File: config.mk
export PLATFORM = sky130hd
export DESIGN_NAME = three_term_recurrence_checksum_unit
export DESIGN_NICKNAME = d
export VERILOG_FILES = /design/src/ttrc_pkg.sv /design/src/three_term_recurrence_checksum_unit.sv
export SDC_FILE = /design/constraint.sdc
export NUM_CORES = 1
export LEC_CHECK = 0
export ABC_AREA = 1
export BUFFER_PORTS_ARGS = -buffer_cell sky130_fd_sc_hd__buf_2
export CAP_MARGIN = 15
export CORE_UTILIZATION = 60
export DETAILED_ROUTE_END_ITERATION = 16
export PLACE_DENSITY_LB_ADDON = 0.3
export SYNTH_ARGS = -nofsm -noshare
export SYNTH_HDL_FRONTEND = slang
export SYNTH_SLANG_ARGS = --single-unit
File: constraint.sdc
create_clock -name clock -period 15.42 [get_ports clock]
set_input_delay 1.542 -clock clock [delete_from_list [all_inputs] [get_ports clock]]
set_output_delay 1.542 -clock clock [all_outputs]
set_load 0.05 [all_outputs]
File: src/ttrc_pkg.sv
// Constants and widths shared by the three-term recurrence checksum unit.
// No dependencies; imported by the top level.
package ttrc_pkg;

   localparam int unsigned BYTE_W = 8;
   localparam int unsigned TERM_W = 16;
   localparam int unsigned COEF_W = 5;

   // Offset added to the first byte of a message.
   localparam logic [TERM_W-1:0] FIRST_OFFSET = 16'd7;
   // Position multipliers for alpha and beta (taken modulo 256).
   localparam logic [COEF_W-1:0] ALPHA_MUL = 5'd17;
   localparam logic [COEF_W-1:0] BETA_MUL  = 5'd31;
   // Checksum modulus, 2^16 - 1.
   localparam logic [TERM_W-1:0] MODULUS   = 16'hFFFF;

   typedef logic [BYTE_W-1:0] byte_type;
   typedef logic [TERM_W-1:0] term_type;

endpackage

File: src/three_term_recurrence_checksum_unit.sv
// Three-term recurrence checksum over a byte stream: request register, one
// recurrence step with modulo-65535 reduction, and a result register.
// Depends on ttrc_pkg.
//
//  channel | direction | tdata (low bit up) | tuser | tlast
//  req     | in        | data_byte[7:0]     | -     | last_byte
//  rsp     | out       | checksum[15:0]     | -     | -
//
// One request per cycle is taken, sustained, unless a last byte waits on a held
// checksum. A checksum appears once the request carrying tlast has passed from
// the request register through the recurrence step (two small multipliers, a
// subtract and a fold modulo 65535) into the result register, if the result
// slot is free.
// Reset is synchronous, active high, and leaves the unit awaiting the first
// byte of a message. Only a last byte waits on a stalled result channel;
// other bytes keep flowing while an earlier checksum is still held.

module three_term_recurrence_checksum_unit (
   input  logic                    clock,
   input  logic                    reset,
   input  logic                    req_tvalid,
   output logic                    req_tready,
   input  ttrc_pkg::byte_type      req_tdata,   // [7:0] data_byte
   input  logic                    req_tlast,   // last_byte
   output logic                    rsp_tvalid,
   input  logic                    rsp_tready,
   output ttrc_pkg::term_type      rsp_tdata    // [15:0] checksum
);
   import ttrc_pkg::*;

   localparam int unsigned A_W    = BYTE_W + 1;        // byte + alpha
   localparam int unsigned PROD_W = A_W + TERM_W;      // widest product
   localparam int unsigned POS_W  = BYTE_W + COEF_W;   // position * multiplier
   localparam int unsigned FOLD_W = TERM_W + 1;

   // Request register
   logic     in_valid_ff, in_valid_in;
   logic     in_last_ff;
   byte_type in_byte_ff;

   // Recurrence state
   term_type       older_ff, older_in;
   term_type       newer_ff, newer_in;
   logic [7:0]     pos_ff, pos_in;
   logic           awaiting_first_ff, awaiting_first_in;

   // Result register
   logic     rsp_valid_ff, rsp_valid_in;
   term_type rsp_data_ff;

   logic     advance;   // the held request moves through the step this cycle
   logic     take_req;
   logic     emit;

   logic [POS_W-1:0]  alpha_prod, beta_prod;
   logic [BYTE_W-1:0] alpha, beta;
   logic [A_W-1:0]    a_sum;
   logic [PROD_W-1:0] prod_p, prod_q, mag;
   logic              non_neg;
   logic [FOLD_W-1:0] fold;
   term_type          mag_mod, step_val, next_term;

   // A last byte needs a free result slot; any other byte always moves on.
   assign advance  = in_valid_ff && (!in_last_ff || !rsp_valid_ff || rsp_tready);
   assign emit     = advance && in_last_ff;
   assign take_req = req_tvalid && req_tready;

   // Accept whenever the request register is empty or is being drained.
   assign req_tready = !in_valid_ff || advance;

   // alpha and beta are the position times 17 and 31, modulo 256.
   assign alpha_prod = POS_W'(pos_ff) * POS_W'(ALPHA_MUL);
   assign beta_prod  = POS_W'(pos_ff) * POS_W'(BETA_MUL);
   assign alpha      = alpha_prod[BYTE_W-1:0];
   assign beta       = beta_prod[BYTE_W-1:0];
   assign a_sum      = A_W'(in_byte_ff) + A_W'(alpha);

   assign prod_p  = PROD_W'(a_sum) * PROD_W'(newer_ff);
   assign prod_q  = PROD_W'(beta) * PROD_W'(older_ff);
   assign non_neg = (prod_p >= prod_q);

   // For a negative difference -x the 64-bit wrap leaves (1 - x) mod 65535,
   // i.e. -(x - 1); keep the magnitude and negate after the reduction.
   assign mag = non_neg ? (prod_p - prod_q) : (prod_q - prod_p - PROD_W'(1));

   // 2^16 is 1 mod 65535: fold the high part onto the low half, then one
   // conditional subtract brings it below the modulus.
   assign fold    = FOLD_W'(mag[PROD_W-1:TERM_W]) + FOLD_W'(mag[TERM_W-1:0]);
   assign mag_mod = (fold >= FOLD_W'(MODULUS)) ? TERM_W'(fold - FOLD_W'(MODULUS))
                                               : fold[TERM_W-1:0];

   always_comb begin
      if (non_neg || (mag_mod == '0)) begin
         step_val = mag_mod;
      end else begin
         step_val = MODULUS - mag_mod;
      end
   end

   // The first byte of a message seeds the newer term directly.
   assign next_term = awaiting_first_ff ? (TERM_W'(in_byte_ff) + FIRST_OFFSET) : step_val;

   always_comb begin
      older_in          = older_ff;
      newer_in          = newer_ff;
      pos_in            = pos_ff;
      awaiting_first_in = awaiting_first_ff;
      if (advance) begin
         if (in_last_ff) begin
            // Message done: back to the reset state for the next one.
            older_in          = TERM_W'(1);
            newer_in          = '0;
            pos_in            = '0;
            awaiting_first_in = 1'b1;
         end else begin
            older_in          = awaiting_first_ff ? TERM_W'(1) : newer_ff;
            newer_in          = next_term;
            pos_in            = pos_ff + 8'd1;
            awaiting_first_in = 1'b0;
         end
      end
   end

   always_comb begin
      in_valid_in = in_valid_ff;
      if (take_req) begin
         in_valid_in = 1'b1;
      end else if (advance) begin
         in_valid_in = 1'b0;
      end
   end

   always_comb begin
      rsp_valid_in = rsp_valid_ff;
      if (emit) begin
         rsp_valid_in = 1'b1;
      end else if (rsp_tready) begin
         rsp_valid_in = 1'b0;
      end
   end

   // Control and recurrence state
   always_ff @(posedge clock) begin
      if (reset) begin
         in_valid_ff       <= 1'b0;
         rsp_valid_ff      <= 1'b0;
         older_ff          <= TERM_W'(1);
         newer_ff          <= '0;
         pos_ff            <= '0;
         awaiting_first_ff <= 1'b1;
      end else begin
         in_valid_ff       <= in_valid_in;
         rsp_valid_ff      <= rsp_valid_in;
         older_ff          <= older_in;
         newer_ff          <= newer_in;
         pos_ff            <= pos_in;
         awaiting_first_ff <= awaiting_first_in;
      end
   end

   // Payload: load on acceptance, hold otherwise
   always_ff @(posedge clock) begin
      if (take_req) begin
         in_byte_ff <= req_tdata;
         in_last_ff <= req_tlast;
      end
      if (emit) begin
         rsp_data_ff <= next_term;
      end
   end

   assign rsp_tvalid = rsp_valid_ff;
   assign rsp_tdata  = rsp_data_ff;

   // A checksum only appears after a last byte went through the step.
   a_rsp_from_last: assert property (@(posedge clock) disable iff (reset)
      $rose(rsp_valid_ff) |-> $past(in_valid_ff && in_last_ff))
      else $error("checksum raised without a last byte");

   // Finishing a message returns the recurrence to its starting point.
   a_restart: assert property (@(posedge clock) disable iff (reset)
      emit |=> (awaiting_first_ff && (pos_ff == '0) && (older_ff == TERM_W'(1))))
      else $error("state not restarted after last byte");

   // A last byte blocked by a held checksum stays in the request register.
   a_last_held: assert property (@(posedge clock) disable iff (reset)
      (in_valid_ff && in_last_ff && rsp_valid_ff && !rsp_tready) |=>
         (in_valid_ff && in_last_ff))
      else $error("blocked last byte lost");

   // Reduced terms never reach the modulus itself.
   a_term_range: assert property (@(posedge clock) disable iff (reset)
      rsp_valid_ff |-> (rsp_data_ff != MODULUS))
      else $error("checksum out of range");

endmodule

; ---- Word level (Yosys, flattened, before mapping)
; Cells that the tools add are included.
[classes]
addsub = 9
mul = 4
n_lt_le_gt_ge = 2
muxes = 13
reduce_logical = 13
[ops]
columns = operator, count
row1 = $mux 16, 6
row2 = $ge 25x24->1, 1
row3 = $mul 9x16->25, 1
row4 = $mux 25, 1
row5 = $sub 24x25->25, 1
row6 = $sub 25x1->25 const B, 1
row7 = $sub 25x24->25, 1
row8 = $mul 8x16->24, 1
row9 = $add 9x16->17, 1
row10 = $ge 17x16->1 const B, 1
row11 = $logic_not 16->1, 1
row12 = $mul 8x5->8 const B, 2
row13 = $sub 16x16->16 const A, 1
row14 = $sub 16x16->16 const B, 1
row15 = $add 8x3->9 const B, 1
row16 = $add 8x8->9, 1
row17 = $add 8x1->8 const B, 1
row18 = $mux 8, 1
row19 = $mux 1, 5
row20 = $logic_or 1x1->1, 4
row21 = $reduce_bool 2->1, 2
row22 = $logic_and 1x1->1, 3
row23 = $logic_not 1->1, 3
[word_totals]
register_bits = 68
in_bits = 13
output_inout_bits = 18

; ---- Longest topological paths before layout
[depth]
depth_word = 14
ltp_mapped = 94

; ---- Worst setup path after synthesis
; No wires, ideal clock.
[synth_path]
path_kind = register to register
startpoint = reg pos_ff[1]
endpoint = reg rsp_data_ff[12] (netlist: rsp_tdata[12]), data pin
t_arrival_ps = 12939
required_ps = 15152
slack_ps = 2212
stages_incl_launch_ff = 85
n_path_buf = 6
period_less_slack_ps = 13208
cell_sequence = dfxtp_1 fa_1 inv_1 fa_1 fa_1 inv_1 ha_1 a21oi_1 inv_1 a31oi_1 or2_2 nand2_1 a21oi_1 or2_2 nand2_1 clkbuf_1 nor2_1 fa_1 [49 not listed] nor2_1 nand2_1 nor2_1 nand3_1 nand2_2 nand2_4 nand2_4 buf_6 nand2_1 nand2_1 nand3_1 nor2_2 nand2_4 nand2_8 buf_6 nand2_1 nand2_1 nor2_1
[synth_via]
elab_chain_len = 13
word_cells_on_any_way = 19
cone_classes = add/sub (7) / mul (4) / order compare (2) / mux (4) / reduce/logical (2)
[synth_rtl]
columns = element, line_no
row1 = start: declaration, three_term_recurrence_checksum_unit.sv:44  ; logic [7:0] pos_ff, pos_in;
row2 = start signal: assignment, three_term_recurrence_checksum_unit.sv:156  ; pos_ff <= pos_in;
row3 = branches (longest 11 deep; another with $mul 9x16->25), --
row4 = $mux 16 *, three_term_recurrence_checksum_unit.sv:93  ; if (non_neg || (mag_mod == '0)) begin
row5 = $mux 16 *, three_term_recurrence_checksum_unit.sv:101  ; assign next_term = awaiting_first_ff ? (TERM_W'(in_byte_ff) + FIRST_OFFSET) : step_val;
row6 = named net next_term[12], three_term_recurrence_checksum_unit.sv:61  ; term_type mag_mod, step_val, next_term;
row7 = end signal: assignment, three_term_recurrence_checksum_unit.sv:168  ; rsp_data_ff <= next_term;
row8 = end: declaration, three_term_recurrence_checksum_unit.sv:49  ; term_type rsp_data_ff;
; Mark *: on every way through the listed nets, which the timed path passes.
; A chain may end at the register's enable or synchronous reset.

; ---- Worst setup path in the final report
[layout_path]
startpoint = reg pos_ff[3]
endpoint = reg newer_ff[1]
[layout_via]
elab_chain_len = 14
word_cells_on_any_way = 20
cone_classes = add/sub (7) / mul (4) / order compare (2) / mux (5) / reduce/logical (2)
[layout_rtl]
columns = element, line_no
row1 = branches (longest 11 deep; another with $mul 9x16->25), --
row2 = $mux 16 *, three_term_recurrence_checksum_unit.sv:93
row3 = $mux 16 *, three_term_recurrence_checksum_unit.sv:101
row4 = named net next_term[1], three_term_recurrence_checksum_unit.sv:61
row5 = $mux 16 *, three_term_recurrence_checksum_unit.sv:109  ; if (in_last_ff) begin
row6 = end signal: assignment, three_term_recurrence_checksum_unit.sv:155  ; newer_ff <= newer_in;
row7 = end: declaration, three_term_recurrence_checksum_unit.sv:43  ; term_type newer_ff, newer_in;
; Marked as above.

==> out/metrics.cfg <==
[outcome]
status=finished clean

[worst_setup_path]
critical_path_arrival_ns=14.53
cp_common_cell=nand2_1
required_ns=15.69
cp_slowest_stage_delay_ns=0.54
critPathTopFamily=adder cells
crit_buf_inv=14
start_kind=flip-flop
worst_setup_path_end_kind=flip-flop
crit_slowest_cell=fa_1
crit_fanout=34
critPathKind=flip-flop to flip-flop

[synth]
ys_types=54
synth_compound_area_frac=0.0933
synth_mux_area_frac=0.000631
synth_top_family_by_area=adder cells
synth_xor_xnor_area_share=0.0519
syn_area_mm2=0.0159
avgSynthCellArea_um2=7.06
async_flop_share=0
synth_nets=2626
synth_cells=2246
synth_seq_cells=68
synth.yosys.seq_area_share=0.102
ys.flop_type=dfxtp_1
synth-edff-count=25
synth-simple-area-share=0.229
synth_adder_area_share=0.383
synth_warnings=0

[clock_tree]
path_clk_slew_ns=0.06
cts_tree=yes
clk_latency_ns=0.35
cts-htree-levels=3
clock_sinks=68
cts_buffers=9
clockBufferDepth=2
root_buffer=clkbuf_16

[cells_and_area]
antenna_cells=0
fillers=2363
fin_cells=2573
multiInputGateArea_mm2=0.0120
areaGrowthSynthToFinish_pct=4.46
register_area_mm2=0.00161
mostFrequentLayoutCells=inv_1, nand2_1, fa_1
nNetsFinal=2613
drive_above_1_share=0.0590

[grt]
grt_first_pass_wirelength_um=70200
grt_pass1_vias=13900
grt_max_degree=52
grt_usage=0.335
antenna_found_initial=0
grt-ovfl-total=0

[hold_path]
min_path_type=flip-flop to flip-flop

[timing]
finalSetupViolations=0
min_period_ns=14.27
setup_ws_ns=1.15
fin_setup_tns_ns=0
finClkSkew_ns=0.0123
tightest_slew_ns=0.992
fin_crit_sh=0.925
slew_headroom=0.336
maxSlewViolCount=0
finalHoldViolations=0
rsz0062_at_grt=false
fmax_ghz=0.0701

[route]
first_iter_violations=1271
detail-route-antenna-nets=0
remaining_drc_errors=0
drt-pass1-iter-count=6
wl_um=43500
wl_per_cell_um=16.9
drt-vias-per-instance=5.53
route.vias.total=14200

[floorplan]
die_w_um=165
coreArea_mm2=0.0260
die_area_mm2=0.0271
die_height_um=165
initial_utilization=0.610
rows=59
ios=31

[placement]
hpwl_um=36300
placed_cells=2555
dp_slack_ns=0.520
gp_congestion=0.979
port_buffers=30

[job]
maxCapViolCount=0

per-stage QoR:
step           hold WS [ns]  instance area, µm²   util
4_1_cts               0.556               16500  0.636
3_5_place_dp          0.547               16200  0.624
2_1_floorplan         0.457               15900      -
6_report              0.554               16600  0.638
5_1_grt               0.589               16600  0.638
3_3_place_gp          0.536               16200  0.624
kinds of logic after synthesis:
family,count (synthesis)
simple gates,869
buf+inv,585
fa+ha+maj,367
compound gates,262
xor+xnor,94
flops,68
mux,1
registers in the layout, summed over array words and instances (netlist names):
register / flops
pos_ff: 8
newer_ff: 16
rsp_tvalid: 1
in_last_ff: 1
in_byte_ff: 8
rsp_tdata: 16
older_ff: 16
in_valid_ff: 1
awaiting_first_ff: 1
timing repair:
item,CTS,global route
buffers inserted,0,2
gates resized for setup,0,16
hold buffers,0,0
endpoints found under the setup margin,0,32
cells in the mapped netlist (all sizes together) (2+ instances only):
| master | count | area, µm² |
|---|---|---|
| ha | 170 | 2130 |
| dfxtp | 43 | 861 |
| nand4 | 15 | 93.8 |
| xnor2 | 27 | 236 |
| o211ai | 3 | 22.5 |
| o221ai | 2 | 17.5 |
| a211oi | 16 | 120 |
| nor2 | 195 | 759 |
| a21boi | 2 | 15.0 |
| a21oi | 150 | 781 |
| a31oi | 6 | 37.5 |
| o21a | 4 | 30.0 |
| nand2 | 529 | 2070 |
| inv | 519 | 1950 |
| nand3 | 96 | 495 |
| o21ai | 58 | 290 |
| or2 | 12 | 75.1 |
| nand3b | 3 | 22.5 |
| nor3 | 13 | 70.1 |
| clkbuf | 43 | 161 |
| nor4 | 4 | 25.0 |
| buf | 21 | 121 |
| o31ai | 2 | 15.0 |
| fa | 197 | 3940 |
| xor2 | 67 | 587 |
| edfxtp | 25 | 751 |
| clkinv | 2 | 7.51 |
| o21bai | 9 | 71.3 |
| a21o | 4 | 30.0 |
cell type report:
| cell class | instances | area share |
|---|---|---|
| clock buffers | 9 | 0.0136 |
| multi-input cells | 1593 | 0.726 |
| inverters | 521 | 0.118 |
| clock inverters | 7 | 0.00491 |
| well taps | 335 | 0.0253 |
| flip-flops and latches | 68 | 0.0974 |
| repair buffers | 40 | 0.0140 |
layer usage:
layer | wire [µm] | track usage | vias to the layer above
li1 | - | - | 6797
met1 | 17800 | 0.440 | 6745
met2 | 20900 | 0.563 | 571
met3 | 3090 | 0.0384 | 128
met4 | 1750 | 0.134 | 0
met5 | 0 | 0 | -
worst paths after layout:
| kind | startpoint | endpoint | slack [ns] | cells past startpoint |
|---|---|---|---|---|
| hold reg to reg | pos_ff[2] | pos_ff[2] | 0.55 | 1 |
| hold / removal | pos_ff[2] | pos_ff[2] | 0.55 | 1 |
| setup reg to reg | pos_ff[3] | newer_ff[1] | 1.15 | 85 |
| setup / recovery | pos_ff[3] | newer_ff[1] | 1.15 | 85 |
worst reg2reg max path, delay by kind of cell, from the launching register on:
kind	cells	cell delay [ns]
fa+ha+maj	12	5.13
simple gates	43	4.68
compound gates	14	2.35
buf+inv	14	1.15
flops	1	0.49
xor+xnor	2	0.39
Power is not shown: default switching activity piles up to over one toggle a cycle in this logic, so the estimate is an artifact.
